===== config.mk =====
export PLATFORM = sky130hd
export DESIGN_NAME = output_voltage_power_protection
export DESIGN_NICKNAME = d
export VERILOG_FILES = /design/src/rtl/opvp_pkg.sv /design/src/rtl/output_voltage_power_protection.sv /design/src/rtl/opvp_cfg_regs.sv /design/src/rtl/opvp_ctrl.sv /design/src/rtl/opvp_datapath.sv
export SDC_FILE = /design/constraint.sdc
export NUM_CORES = 2
export LEC_CHECK = 0
export BUFFER_PORTS_ARGS = -buffer_cell sky130_fd_sc_hd__buf_2
export CORE_UTILIZATION = 63
export DETAILED_ROUTE_END_ITERATION = 16
export PLACE_DENSITY = 0.82
export SLEW_MARGIN = 40
export SYNTH_ARGS = -nofsm -noshare
export SYNTH_HDL_FRONTEND = slang
export SYNTH_SLANG_ARGS = --single-unit

===== constraint.sdc =====
create_clock -name clk -period 18.1 [get_ports clk]
set_clock_uncertainty 0.1 [all_clocks]
set_input_delay 0 -clock clk [delete_from_list [all_inputs] [get_ports clk]]
set_output_delay 0 -clock clk [all_outputs]
set_load 0.1 [all_outputs]

===== src/rtl/opvp_pkg.sv =====
package opvp_pkg;

	// Timestamp width default
	localparam int TIME_WIDTH_DEF = 32;

	// Field widths
	localparam int CFG_W   = 16;
	localparam int MV_W    = 13;
	localparam int MA_W    = 16;
	localparam int NOW_W   = 32;
	localparam int OUT_W   = 16;
	localparam int S_TDATA_W = 64;
	localparam int M_TDATA_W = 40;
	localparam int CFG_IDX_W = 3;

	// Internal voltage width: 8191 * 65535 / 256000 stays below 2^12
	localparam int VOLT_W  = 12;

	// Voltage scaling: floor(mv*gain / 256000) = floor((mv*gain >> 11) / 125)
	localparam int PROD1_W = MV_W + CFG_W;
	localparam int DIVX_W  = PROD1_W - 11;
	localparam int RECIP_V_W = 19;
	localparam int RECIP_V_SHIFT = 25;
	localparam logic [RECIP_V_W-1:0] RECIP_V = 19'd268436;
	localparam int QV_W    = DIVX_W + RECIP_V_W;

	// Power scaling: floor(ma*v / 1000) = floor((ma*v >> 3) / 125)
	localparam int PROD2_W = MA_W + VOLT_W;
	localparam int DIVY_W  = PROD2_W - 3;
	localparam int RECIP_P_W = 26;
	localparam int RECIP_P_SHIFT = 32;
	localparam logic [RECIP_P_W-1:0] RECIP_P = 26'd34359739;
	localparam int QP_W    = DIVY_W + RECIP_P_W;
	localparam int QP_INT_W = QP_W - RECIP_P_SHIFT;

	// Power compare width: 65535 * 11 fits 20 bits
	localparam int PCMP_W  = 20;

	// Voltage thresholds
	localparam logic [VOLT_W-1:0] V0_HIGH  = 12'd550;
	localparam logic [VOLT_W-1:0] V0_LOW   = 12'd150;
	localparam logic [VOLT_W-1:0] V0_UNDER = 12'd30;
	localparam logic [VOLT_W-1:0] V1_HIGH  = 12'd300;
	localparam logic [VOLT_W-1:0] V1_UNDER = 12'd15;

	// Register reset values
	localparam logic [CFG_W-1:0] GAIN_RST  = 16'd37120;
	localparam logic [CFG_W-1:0] LIMIT_RST = 16'd1200;
	localparam logic [CFG_W-1:0] LONG_RST  = 16'd1000;
	localparam logic [CFG_W-1:0] SHORT_RST = 16'd200;

	typedef enum logic [CFG_IDX_W-1:0] {
		CFG_GAIN_CH0   = 3'd0,
		CFG_GAIN_CH1   = 3'd1,
		CFG_LIMIT_CH0  = 3'd2,
		CFG_LIMIT_CH1  = 3'd3,
		CFG_LONG_TRIP  = 3'd4,
		CFG_SHORT_TRIP = 3'd5
	} cfg_idx_t;

	typedef enum logic [2:0] {
		FC_NONE       = 3'd0,
		FC_CH0_WINDOW = 3'd1,
		FC_CH0_UNDER  = 3'd2,
		FC_CH0_POWER  = 3'd3,
		FC_CH1_OVER   = 3'd4,
		FC_CH1_UNDER  = 3'd5,
		FC_CH1_POWER  = 3'd6
	} fault_code_t;

	typedef enum logic [1:0] {
		CLS_NORMAL = 2'd0,
		CLS_WINDOW = 2'd1,
		CLS_SHORT  = 2'd2
	} fault_class_t;

	typedef enum logic [1:0] {
		TRIP_NONE  = 2'd0,
		TRIP_LONG  = 2'd1,
		TRIP_SHORT = 2'd2
	} trip_t;

	typedef enum logic [2:0] {
		ST_IDLE,
		ST_DIV1,
		ST_MUL2,
		ST_DIV2,
		ST_JUDGE
	} state_t;

	typedef struct packed {
		logic [CFG_W-1:0] gain_ch0;
		logic [CFG_W-1:0] gain_ch1;
		logic [CFG_W-1:0] limit_ch0;
		logic [CFG_W-1:0] limit_ch1;
		logic [CFG_W-1:0] long_trip;
		logic [CFG_W-1:0] short_trip;
	} cfg_t;

	typedef struct packed {
		logic capture;
		logic div1;
		logic mul2;
		logic div2;
		logic judge;
	} dp_cmd_t;

endpackage


===== src/rtl/output_voltage_power_protection.sv =====
// Sequence from input transfer to output valid: three scale steps, then writeback.
// One item at a time: a new input is taken only in idle, after writeback; the sequencer steps the
// two chained multiply and reciprocal-divide steps through one shared set of stage registers.
// A waiting result does not block the next input; writeback stalls only while it waits.
// Reset (arst_n low, asynchronous): registers to defaults, timers, arm flags, latched trips
// and last fault code cleared, output empty.
module output_voltage_power_protection #(
	parameter int TIME_WIDTH = opvp_pkg::TIME_WIDTH_DEF
) (
	input  logic                               clk,
	input  logic                               arst_n,
	input  logic                               s_tvalid,
	output logic                               s_tready,
	// reading_mv[12:0], current_ma[28:13], now_ms[60:29], run_enable[61],
	// channel_enable[62], zero[63]
	input  logic [opvp_pkg::S_TDATA_W-1:0]     s_tdata,
	// channel[0]
	input  logic                               s_tuser,
	output logic                               m_tvalid,
	input  logic                               m_tready,
	// processed[0], voltage_v[16:1], power_w[32:17], fault_class[34:33],
	// fault_code[37:35], trip_result[39:38]
	output logic [opvp_pkg::M_TDATA_W-1:0]     m_tdata,
	input  logic                               cfg_valid,
	output logic                               cfg_ready,
	input  logic [opvp_pkg::CFG_IDX_W-1:0]     cfg_index,
	input  logic [opvp_pkg::CFG_W-1:0]         cfg_data
);

	opvp_pkg::cfg_t    cfg;
	opvp_pkg::dp_cmd_t cmd;

	logic                          processed;
	logic [opvp_pkg::OUT_W-1:0]    voltage_v;
	logic [opvp_pkg::OUT_W-1:0]    power_w;
	logic [1:0]                    fault_class;
	logic [2:0]                    fault_code;
	logic [1:0]                    trip_result;

	opvp_cfg_regs u_cfg (
		.clk      (clk),
		.arst_n   (arst_n),
		.wr_valid (cfg_valid),
		.wr_ready (cfg_ready),
		.wr_index (cfg_index),
		.wr_data  (cfg_data),
		.cfg      (cfg)
	);

	opvp_ctrl u_ctrl (
		.clk       (clk),
		.arst_n    (arst_n),
		.in_valid  (s_tvalid),
		.in_ready  (s_tready),
		.out_valid (m_tvalid),
		.out_ready (m_tready),
		.cmd       (cmd)
	);

	opvp_datapath #(
		.TIME_WIDTH (TIME_WIDTH)
	) u_dp (
		.clk            (clk),
		.arst_n         (arst_n),
		.cmd            (cmd),
		.cfg            (cfg),
		.channel        (s_tuser),
		.reading_mv     (s_tdata[12:0]),
		.current_ma     (s_tdata[28:13]),
		.now_ms         (s_tdata[60:29]),
		.run_enable     (s_tdata[61]),
		.channel_enable (s_tdata[62]),
		.processed      (processed),
		.voltage_v      (voltage_v),
		.power_w        (power_w),
		.fault_class    (fault_class),
		.fault_code     (fault_code),
		.trip_result    (trip_result)
	);

	// Pack result fields, highest first
	assign m_tdata = {trip_result, fault_code, fault_class, power_w, voltage_v, processed};

endmodule


===== src/rtl/opvp_cfg_regs.sv =====
module opvp_cfg_regs (
	input  logic                            clk,
	input  logic                            arst_n,
	input  logic                            wr_valid,
	output logic                            wr_ready,
	input  logic [opvp_pkg::CFG_IDX_W-1:0]  wr_index,
	input  logic [opvp_pkg::CFG_W-1:0]      wr_data,
	output opvp_pkg::cfg_t                  cfg
);

	opvp_pkg::cfg_t cfg_q;

	assign wr_ready = 1'b1;
	assign cfg      = cfg_q;

	// Register file, written on each transfer
	always_ff @(posedge clk or negedge arst_n) begin
		if (!arst_n) begin
			cfg_q.gain_ch0   <= opvp_pkg::GAIN_RST;
			cfg_q.gain_ch1   <= opvp_pkg::GAIN_RST;
			cfg_q.limit_ch0  <= opvp_pkg::LIMIT_RST;
			cfg_q.limit_ch1  <= opvp_pkg::LIMIT_RST;
			cfg_q.long_trip  <= opvp_pkg::LONG_RST;
			cfg_q.short_trip <= opvp_pkg::SHORT_RST;
		end else if (wr_valid && wr_ready) begin
			unique case (opvp_pkg::cfg_idx_t'(wr_index))
				opvp_pkg::CFG_GAIN_CH0:   cfg_q.gain_ch0   <= wr_data;
				opvp_pkg::CFG_GAIN_CH1:   cfg_q.gain_ch1   <= wr_data;
				opvp_pkg::CFG_LIMIT_CH0:  cfg_q.limit_ch0  <= wr_data;
				opvp_pkg::CFG_LIMIT_CH1:  cfg_q.limit_ch1  <= wr_data;
				opvp_pkg::CFG_LONG_TRIP:  cfg_q.long_trip  <= wr_data;
				opvp_pkg::CFG_SHORT_TRIP: cfg_q.short_trip <= wr_data;
				default: ;
			endcase
		end
	end

endmodule


===== src/rtl/opvp_ctrl.sv =====
module opvp_ctrl (
	input  logic               clk,
	input  logic               arst_n,
	input  logic               in_valid,
	output logic               in_ready,
	output logic               out_valid,
	input  logic               out_ready,
	output opvp_pkg::dp_cmd_t  cmd
);

	opvp_pkg::state_t state_q, state_nx;
	logic             out_valid_q;
	logic             judge_go;

	assign out_valid = out_valid_q;
	assign in_ready  = (state_q == opvp_pkg::ST_IDLE);

	// Writeback only when the output register is free or being drained
	assign judge_go = (state_q == opvp_pkg::ST_JUDGE) && (!out_valid_q || out_ready);

	always_ff @(posedge clk or negedge arst_n) begin
		if (!arst_n) begin
			state_q <= opvp_pkg::ST_IDLE;
		end else begin
			state_q <= state_nx;
		end
	end

	// Next state and datapath commands
	always_comb begin
		state_nx    = state_q;
		cmd         = '0;
		cmd.capture = in_valid && in_ready;
		unique case (state_q)
			opvp_pkg::ST_IDLE: begin
				if (in_valid) state_nx = opvp_pkg::ST_DIV1;
			end
			opvp_pkg::ST_DIV1: begin
				cmd.div1 = 1'b1;
				state_nx = opvp_pkg::ST_MUL2;
			end
			opvp_pkg::ST_MUL2: begin
				cmd.mul2 = 1'b1;
				state_nx = opvp_pkg::ST_DIV2;
			end
			opvp_pkg::ST_DIV2: begin
				cmd.div2 = 1'b1;
				state_nx = opvp_pkg::ST_JUDGE;
			end
			opvp_pkg::ST_JUDGE: begin
				cmd.judge = judge_go;
				if (judge_go) state_nx = opvp_pkg::ST_IDLE;
			end
			default: state_nx = opvp_pkg::ST_IDLE;
		endcase
	end

	// Output valid flag
	always_ff @(posedge clk or negedge arst_n) begin
		if (!arst_n) begin
			out_valid_q <= 1'b0;
		end else if (judge_go) begin
			out_valid_q <= 1'b1;
		end else if (out_ready) begin
			out_valid_q <= 1'b0;
		end
	end

`ifndef SYNTHESIS
	a_accept_to_judge: assert property (@(posedge clk) disable iff (!arst_n)
		(in_valid && in_ready) |-> ##4 (state_q == opvp_pkg::ST_JUDGE))
		else $error("item did not reach writeback four cycles after transfer");

	a_judge_sets_valid: assert property (@(posedge clk) disable iff (!arst_n)
		judge_go |=> out_valid_q)
		else $error("writeback did not raise output valid");

	a_valid_from_judge: assert property (@(posedge clk) disable iff (!arst_n)
		$rose(out_valid_q) |-> $past(state_q == opvp_pkg::ST_JUDGE))
		else $error("output valid rose outside writeback");
`endif

endmodule


===== src/rtl/opvp_datapath.sv =====
module opvp_datapath #(
	parameter int TIME_WIDTH = opvp_pkg::TIME_WIDTH_DEF
) (
	input  logic                          clk,
	input  logic                          arst_n,
	input  opvp_pkg::dp_cmd_t             cmd,
	input  opvp_pkg::cfg_t                cfg,
	input  logic                          channel,
	input  logic [opvp_pkg::MV_W-1:0]     reading_mv,
	input  logic [opvp_pkg::MA_W-1:0]     current_ma,
	input  logic [opvp_pkg::NOW_W-1:0]    now_ms,
	input  logic                          run_enable,
	input  logic                          channel_enable,
	output logic                          processed,
	output logic [opvp_pkg::OUT_W-1:0]    voltage_v,
	output logic [opvp_pkg::OUT_W-1:0]    power_w,
	output logic [1:0]                    fault_class,
	output logic [2:0]                    fault_code,
	output logic [1:0]                    trip_result
);

	localparam int PW = opvp_pkg::PROD1_W;

	// Captured item
	logic                           ch_q;
	logic                           gate_q;
	logic [opvp_pkg::MA_W-1:0]      ma_q;
	logic [TIME_WIDTH-1:0]          now_q;
	logic [PW-1:0]                  prod1_q;
	logic [opvp_pkg::VOLT_W-1:0]    v_q;
	logic [opvp_pkg::PROD2_W-1:0]   prod2_q;
	logic [opvp_pkg::OUT_W-1:0]     p_q;

	// Per channel protection state and shared last fault code
	logic [TIME_WIDTH-1:0]          start_q [2];
	logic [1:0]                     armed_long_q;
	logic [1:0]                     armed_short_q;
	logic [1:0]                     latch_q [2];
	logic [2:0]                     last_code_q;

	// Output payload
	logic                           processed_q;
	logic [opvp_pkg::OUT_W-1:0]     voltage_q;
	logic [opvp_pkg::OUT_W-1:0]     power_q;
	logic [1:0]                     class_q;
	logic [2:0]                     code_q;
	logic [1:0]                     trip_q;

	logic [TIME_WIDTH+opvp_pkg::NOW_W-1:0] now_ext;
	logic [opvp_pkg::CFG_W-1:0]     gain_sel;
	logic [opvp_pkg::QV_W-1:0]      qv_full;
	logic [opvp_pkg::QP_W-1:0]      qp_full;
	logic [opvp_pkg::QP_INT_W-1:0]  qp_int;

	// Only the low TIME_WIDTH bits of the timestamp count
	assign now_ext  = {{TIME_WIDTH{1'b0}}, now_ms};
	assign gain_sel = channel ? cfg.gain_ch1 : cfg.gain_ch0;

	// Capture and first product
	always_ff @(posedge clk) begin
		if (cmd.capture) begin
			ch_q    <= channel;
			gate_q  <= run_enable && channel_enable;
			ma_q    <= current_ma;
			now_q   <= now_ext[TIME_WIDTH-1:0];
			prod1_q <= PW'(reading_mv) * PW'(gain_sel);
		end
	end

	// Reciprocal multiplies for the divisions by 125
	assign qv_full = opvp_pkg::QV_W'(prod1_q[PW-1:11]) * opvp_pkg::QV_W'(opvp_pkg::RECIP_V);
	assign qp_full = opvp_pkg::QP_W'(prod2_q[opvp_pkg::PROD2_W-1:3])
		* opvp_pkg::QP_W'(opvp_pkg::RECIP_P);
	assign qp_int  = qp_full[opvp_pkg::QP_W-1:opvp_pkg::RECIP_P_SHIFT];

	always_ff @(posedge clk) begin
		if (cmd.div1) begin
			v_q <= qv_full[opvp_pkg::QV_W-1:opvp_pkg::RECIP_V_SHIFT];
		end
		if (cmd.mul2) begin
			prod2_q <= opvp_pkg::PROD2_W'(ma_q) * opvp_pkg::PROD2_W'(v_q);
		end
		if (cmd.div2) begin
			p_q <= (|qp_int[opvp_pkg::QP_INT_W-1:opvp_pkg::OUT_W]) ?
				{opvp_pkg::OUT_W{1'b1}} : qp_int[opvp_pkg::OUT_W-1:0];
		end
	end

	// Classification
	logic [opvp_pkg::CFG_W-1:0]     limit_sel;
	logic [opvp_pkg::PCMP_W-1:0]    pw10;
	logic [opvp_pkg::PCMP_W-1:0]    lim11;
	logic                           over_power;
	opvp_pkg::fault_class_t         cls;
	opvp_pkg::fault_code_t          code;

	always_comb begin
		limit_sel  = ch_q ? cfg.limit_ch1 : cfg.limit_ch0;
		pw10       = opvp_pkg::PCMP_W'({p_q, 3'b000}) + opvp_pkg::PCMP_W'({p_q, 1'b0});
		lim11      = opvp_pkg::PCMP_W'({limit_sel, 3'b000})
			+ opvp_pkg::PCMP_W'({limit_sel, 1'b0}) + opvp_pkg::PCMP_W'(limit_sel);
		over_power = pw10 > lim11;
		cls        = opvp_pkg::CLS_NORMAL;
		code       = opvp_pkg::FC_NONE;
		if (!ch_q) begin
			if (v_q >= opvp_pkg::V0_HIGH || v_q <= opvp_pkg::V0_LOW) begin
				cls  = opvp_pkg::CLS_WINDOW;
				code = opvp_pkg::FC_CH0_WINDOW;
			end else if (v_q <= opvp_pkg::V0_UNDER) begin
				// shadowed by the low window test, kept as specified
				cls  = opvp_pkg::CLS_SHORT;
				code = opvp_pkg::FC_CH0_UNDER;
			end else if (over_power) begin
				cls  = opvp_pkg::CLS_SHORT;
				code = opvp_pkg::FC_CH0_POWER;
			end
		end else begin
			if (v_q >= opvp_pkg::V1_HIGH) begin
				cls  = opvp_pkg::CLS_WINDOW;
				code = opvp_pkg::FC_CH1_OVER;
			end else if (v_q <= opvp_pkg::V1_UNDER) begin
				cls  = opvp_pkg::CLS_SHORT;
				code = opvp_pkg::FC_CH1_UNDER;
			end else if (over_power) begin
				cls  = opvp_pkg::CLS_SHORT;
				code = opvp_pkg::FC_CH1_POWER;
			end
		end
	end

	// Trip timers, next state
	logic [TIME_WIDTH-1:0]          elapsed;
	logic                           long_over;
	logic                           short_over;
	logic [TIME_WIDTH-1:0]          start_nx;
	logic                           arm_long_nx;
	logic                           arm_short_nx;
	logic [1:0]                     latch_nx;
	logic [2:0]                     last_code_nx;

	always_comb begin
		elapsed      = now_q - start_q[ch_q];
		long_over    = {{opvp_pkg::CFG_W{1'b0}}, elapsed} >
			{{TIME_WIDTH{1'b0}}, cfg.long_trip};
		short_over   = {{opvp_pkg::CFG_W{1'b0}}, elapsed} >
			{{TIME_WIDTH{1'b0}}, cfg.short_trip};
		start_nx     = start_q[ch_q];
		arm_long_nx  = armed_long_q[ch_q];
		arm_short_nx = armed_short_q[ch_q];
		latch_nx     = latch_q[ch_q];
		last_code_nx = last_code_q;
		if (gate_q) begin
			if (cls != opvp_pkg::CLS_NORMAL) last_code_nx = code;
			case (cls)
				opvp_pkg::CLS_WINDOW: begin
					if (!armed_long_q[ch_q]) begin
						start_nx    = now_q;
						arm_long_nx = 1'b1;
					end else if (long_over) begin
						latch_nx    = opvp_pkg::TRIP_LONG;
						arm_long_nx = 1'b0;
					end
				end
				opvp_pkg::CLS_SHORT: begin
					if (!armed_short_q[ch_q]) begin
						start_nx     = now_q;
						arm_short_nx = 1'b1;
					end else if (short_over) begin
						latch_nx     = opvp_pkg::TRIP_SHORT;
						arm_short_nx = 1'b0;
					end
				end
				default: begin
					if (latch_q[ch_q] == opvp_pkg::TRIP_NONE) begin
						arm_long_nx  = 1'b0;
						arm_short_nx = 1'b0;
					end
				end
			endcase
		end
	end

	// Protection state update at writeback
	always_ff @(posedge clk or negedge arst_n) begin
		if (!arst_n) begin
			start_q[0]    <= '0;
			start_q[1]    <= '0;
			armed_long_q  <= '0;
			armed_short_q <= '0;
			latch_q[0]    <= opvp_pkg::TRIP_NONE;
			latch_q[1]    <= opvp_pkg::TRIP_NONE;
			last_code_q   <= opvp_pkg::FC_NONE;
		end else if (cmd.judge) begin
			start_q[ch_q]       <= start_nx;
			armed_long_q[ch_q]  <= arm_long_nx;
			armed_short_q[ch_q] <= arm_short_nx;
			latch_q[ch_q]       <= latch_nx;
			last_code_q         <= last_code_nx;
		end
	end

	// Result register; voltage never exceeds 16 bits so no saturation there
	always_ff @(posedge clk) begin
		if (cmd.judge) begin
			processed_q <= gate_q;
			voltage_q   <= gate_q ? opvp_pkg::OUT_W'(v_q) : '0;
			power_q     <= gate_q ? p_q : '0;
			class_q     <= gate_q ? cls : opvp_pkg::CLS_NORMAL;
			code_q      <= last_code_nx;
			trip_q      <= latch_nx;
		end
	end

	assign processed   = processed_q;
	assign voltage_v   = voltage_q;
	assign power_w     = power_q;
	assign fault_class = class_q;
	assign fault_code  = code_q;
	assign trip_result = trip_q;

endmodule

==> run_results.csv <==
group,metric,value,unit
critical_path,cp.required,18.24,ns
sta,setup_ws,9.96,ns
drt,routed_wl,96200,um
clock_network,clkLatencyLatePin,0.58,ns
drt,routedWlPerCell,18.8,um
clock_network,ctsResizeCount,0,
yosys,synth.largest_area_cell,"fa_1",
critical_path,reg2reg_setup_slack,9.96,ns
yosys,yosysMostFrequentCell,"inv_1",
yosys,ys_ff_latch,332,
place,placed_cell_area,0.0436,mm2
sta,final_max_slew_viol_count,0,
critical_path,critPathCaptureType,"register",
critical_path,arrival,8.28,ns
clock_network,clkSinkCount,332,
clock_network,clk_pin_slew,0.06,ns
grt,grt_util_all_layers,0.293,
flow_run,maxCapViolCount,0,
yosys,synth_area_leaders,"fa_1 (27%), ha_1 (19%), edfxtp_1 (11%), dfrtp_1 (9.0%), inv_1 (7.2%)",
sta,rsz0062_at_grt,"no",
sta,setup_tns,0,ns
grt,grt_max_degree,87,
yosys,ys_seq_area_frac,0.216,
cells_and_area,fillers,4493,
place,place.gp.congestion,0.931,
critical_path,criticalPathCategory,"register to register",
floorplanning,io_pins,132,
sta,final_hold_viol_count,0,
cells_and_area,fin_nets,5521,
grt,grt_overflow,0,
yosys,synth_area_per_cell,10.4,um2
yosys,synth_cell_types,86,
place,hpwl,72800,um
clock_network,post_cts_buffers,0,
floorplanning,dieArea,0.0680,mm2
status,violations,"DRC",
drt,drt_iter0_markers,2109,
floorplanning,core,0.0660,mm2
worst_hold_path,hp-class,"input pin to register",
drt,viasPerCell,5.78,
yosys,synthFlopType,"edfxtp_1",
critical_path,startpoint_type,"register",
floorplanning,rows,94,
sta,finalSetupViolCount,0,
critical_path,cp_max_fo,15,
status,outcome,"finished, violations left",
sta,post-route-min-period,8.14,ns
grt,antenna_found_initial,2,
cells_and_area,syn_to_final_growth,9.03,%
cells_and_area,drive_gt1_frac,0.105,
sta,hold_slack,0.0285,ns
sta,fmax,123,MHz
yosys,yosysWarningCount,0,
clock_network,h-tree-depth,2,
drt,firstDrtPassIters,13,
grt,grt_pass1_wl,157000,um
clock_network,hold_buffers,101,
clock_network,cts_max_path_buffers,3,
grt,grt_pass1_vias,31433,
clock_network,cts_root_buffer,"clkbuf_16",
drt,antenna_left,0,
yosys,synth_top_area_frac,0.265,
sta,relSlewSlack,0.409,
floorplanning,die_x,261,um
yosys,async_flop_share,0.527,
sta,final.period_utilization,0.450,
clock_network,cts_made_buffers,38,
yosys,synthTopCellsByCount,"inv_1 (810), ha_1 (643), fa_1 (559)",
floorplanning,start_util,0.639,
drt,num_vias,29625,
place,pre_cts_ws,10.17,ns
floorplanning,die_h,261,um
yosys,syn_inst,4056,
clock_network,cts_tree,"done",
place,io_buffers,125,
yosys,syn_area,0.0422,mm2
yosys,synth-edff-count,157,
cells_and_area,stdcell_area,0.0460,mm2
sta,tightest_slew,0.887,ns
drt,post-route-drc-count,9,
metrics by stage:
stage	std cells	utilization
floorplan	4059	-
global placement	4946	0.660
detailed placement	4949	0.661
CTS	5119	0.696
global route	5124	0.697
finish	5124	0.697
registers in the layout, indices dropped and copies added (netlist names), 16 cells and up:
| name | count |
|---|---|
| u_dp.prod2_q | 25 |
| u_dp.start_q | 64 |
| u_dp.now_q | 32 |
| u_dp.power_w | 16 |
| u_dp.prod1_q | 18 |
| u_dp.ma_q | 16 |
| u_dp.p_q | 16 |
| u_cfg.cfg | 96 |
critical path: stages (launching register included):
cell,delay (ns)
edfxtp_1,0.60
ha_1,0.55
inv_1,0.11
fa_1,0.51
inv_1,0.06
fa_1,0.49
fa_1,0.47
fa_1,0.48
fa_1,0.49
inv_1,0.05
fa_1,0.49
inv_1,0.05
ha_1,0.31
and4_1,0.20
nand3_1,0.15
a2111oi_0,0.10
nor2b_1,0.15
a311o_1,0.37
o41ai_4,0.51
o31a_2,0.31
o31ai_4,0.11
a41oi_2,0.33
a21o_1,0.48
o21ai_0,0.35
cells by family after synthesis:
group,Yosys count,synth area share
AND/OR/NAND/NOR,835,0.0960
flip-flops,332,0.216
adder cells (fa/ha/maj),1202,0.456
AO/OA/AOI/OAI,434,0.0689
XOR/XNOR,104,0.0216
multiplexers,221,0.0579
buffers and inverters,926,0.0832
other,2,0.000178
layout by cell type (no fill, tap or decap), drive strengths merged, types with 31 or more instances in the layout:
master / synthesis / layout
inv: 810 / 812
buf: 20 / 146
and2: 184 / 184
clkbuf: 96 / 58
a21oi: 119 / 119
o21ai: 91 / 91
edfxtp: 157 / 157
mux2i: 38 / 38
fa: 559 / 559
nor3: 37 / 37
nor2: 101 / 101
xnor2: 75 / 75
nand3: 31 / 31
nand2: 351 / 351
ha: 643 / 643
a21o: 60 / 60
mux2: 183 / 183
dfrtp: 152 / 152
dlygate4sd3: 0 / 100
cell type report:
| type | instances | area [um2] | share of cell area |
|---|---|---|---|
| Multi-Input combinational cell | 2801 | 29600 | 0.643 |
| Tap cell | 864 | 1080 | 0.0235 |
| Sequential cell | 332 | 9120 | 0.198 |
| Clock buffer | 57 | 1140 | 0.0247 |
| Timing Repair Buffer | 247 | 1870 | 0.0408 |
| Antenna cell | 1 | 2.50 | 0.0000544 |
| Inverter | 810 | 3040 | 0.0661 |
| Clock inverter | 12 | 144 | 0.00313 |
layer usage:
metal | up-vias | routed length, um | track usage
met2 | 1094 | 46100 | 0.483
met3 | 267 | 6890 | 0.0469
li1 | 13476 | - | -
met4 | 2 | 3340 | 0.105
met5 | - | 8 | 0
met1 | 14786 | 39900 | 0.393
path summary, 6_finish.rpt:
path                                             start                           end  cells after the start
setup / recovery            u_dp.prod2_q[16]$_DFFE_PN_    u_dp.p_q[14]$_SDFFCE_PP1P_                     23
hold / removal                             s_tdata[59]      u_dp.now_q[30]$_DFFE_PP_                      2
setup reg to reg            u_dp.prod2_q[16]$_DFFE_PN_    u_dp.p_q[14]$_SDFFCE_PP1P_                     23
hold reg to reg            u_dp.latch_q[0]$_DFFE_PN0P_   u_dp.latch_q[0]$_DFFE_PN0P_                      2
max in group asynchronous                       arst_n  u_dp.start_q[43]$_DFFE_PN0P_                      5
min in group asynchronous                       arst_n  u_dp.start_q[53]$_DFFE_PN0P_                      4
Power is left out: the tool's default activity adds up to more than one toggle a clock period on the data nets, which glitch-free logic cannot reach.
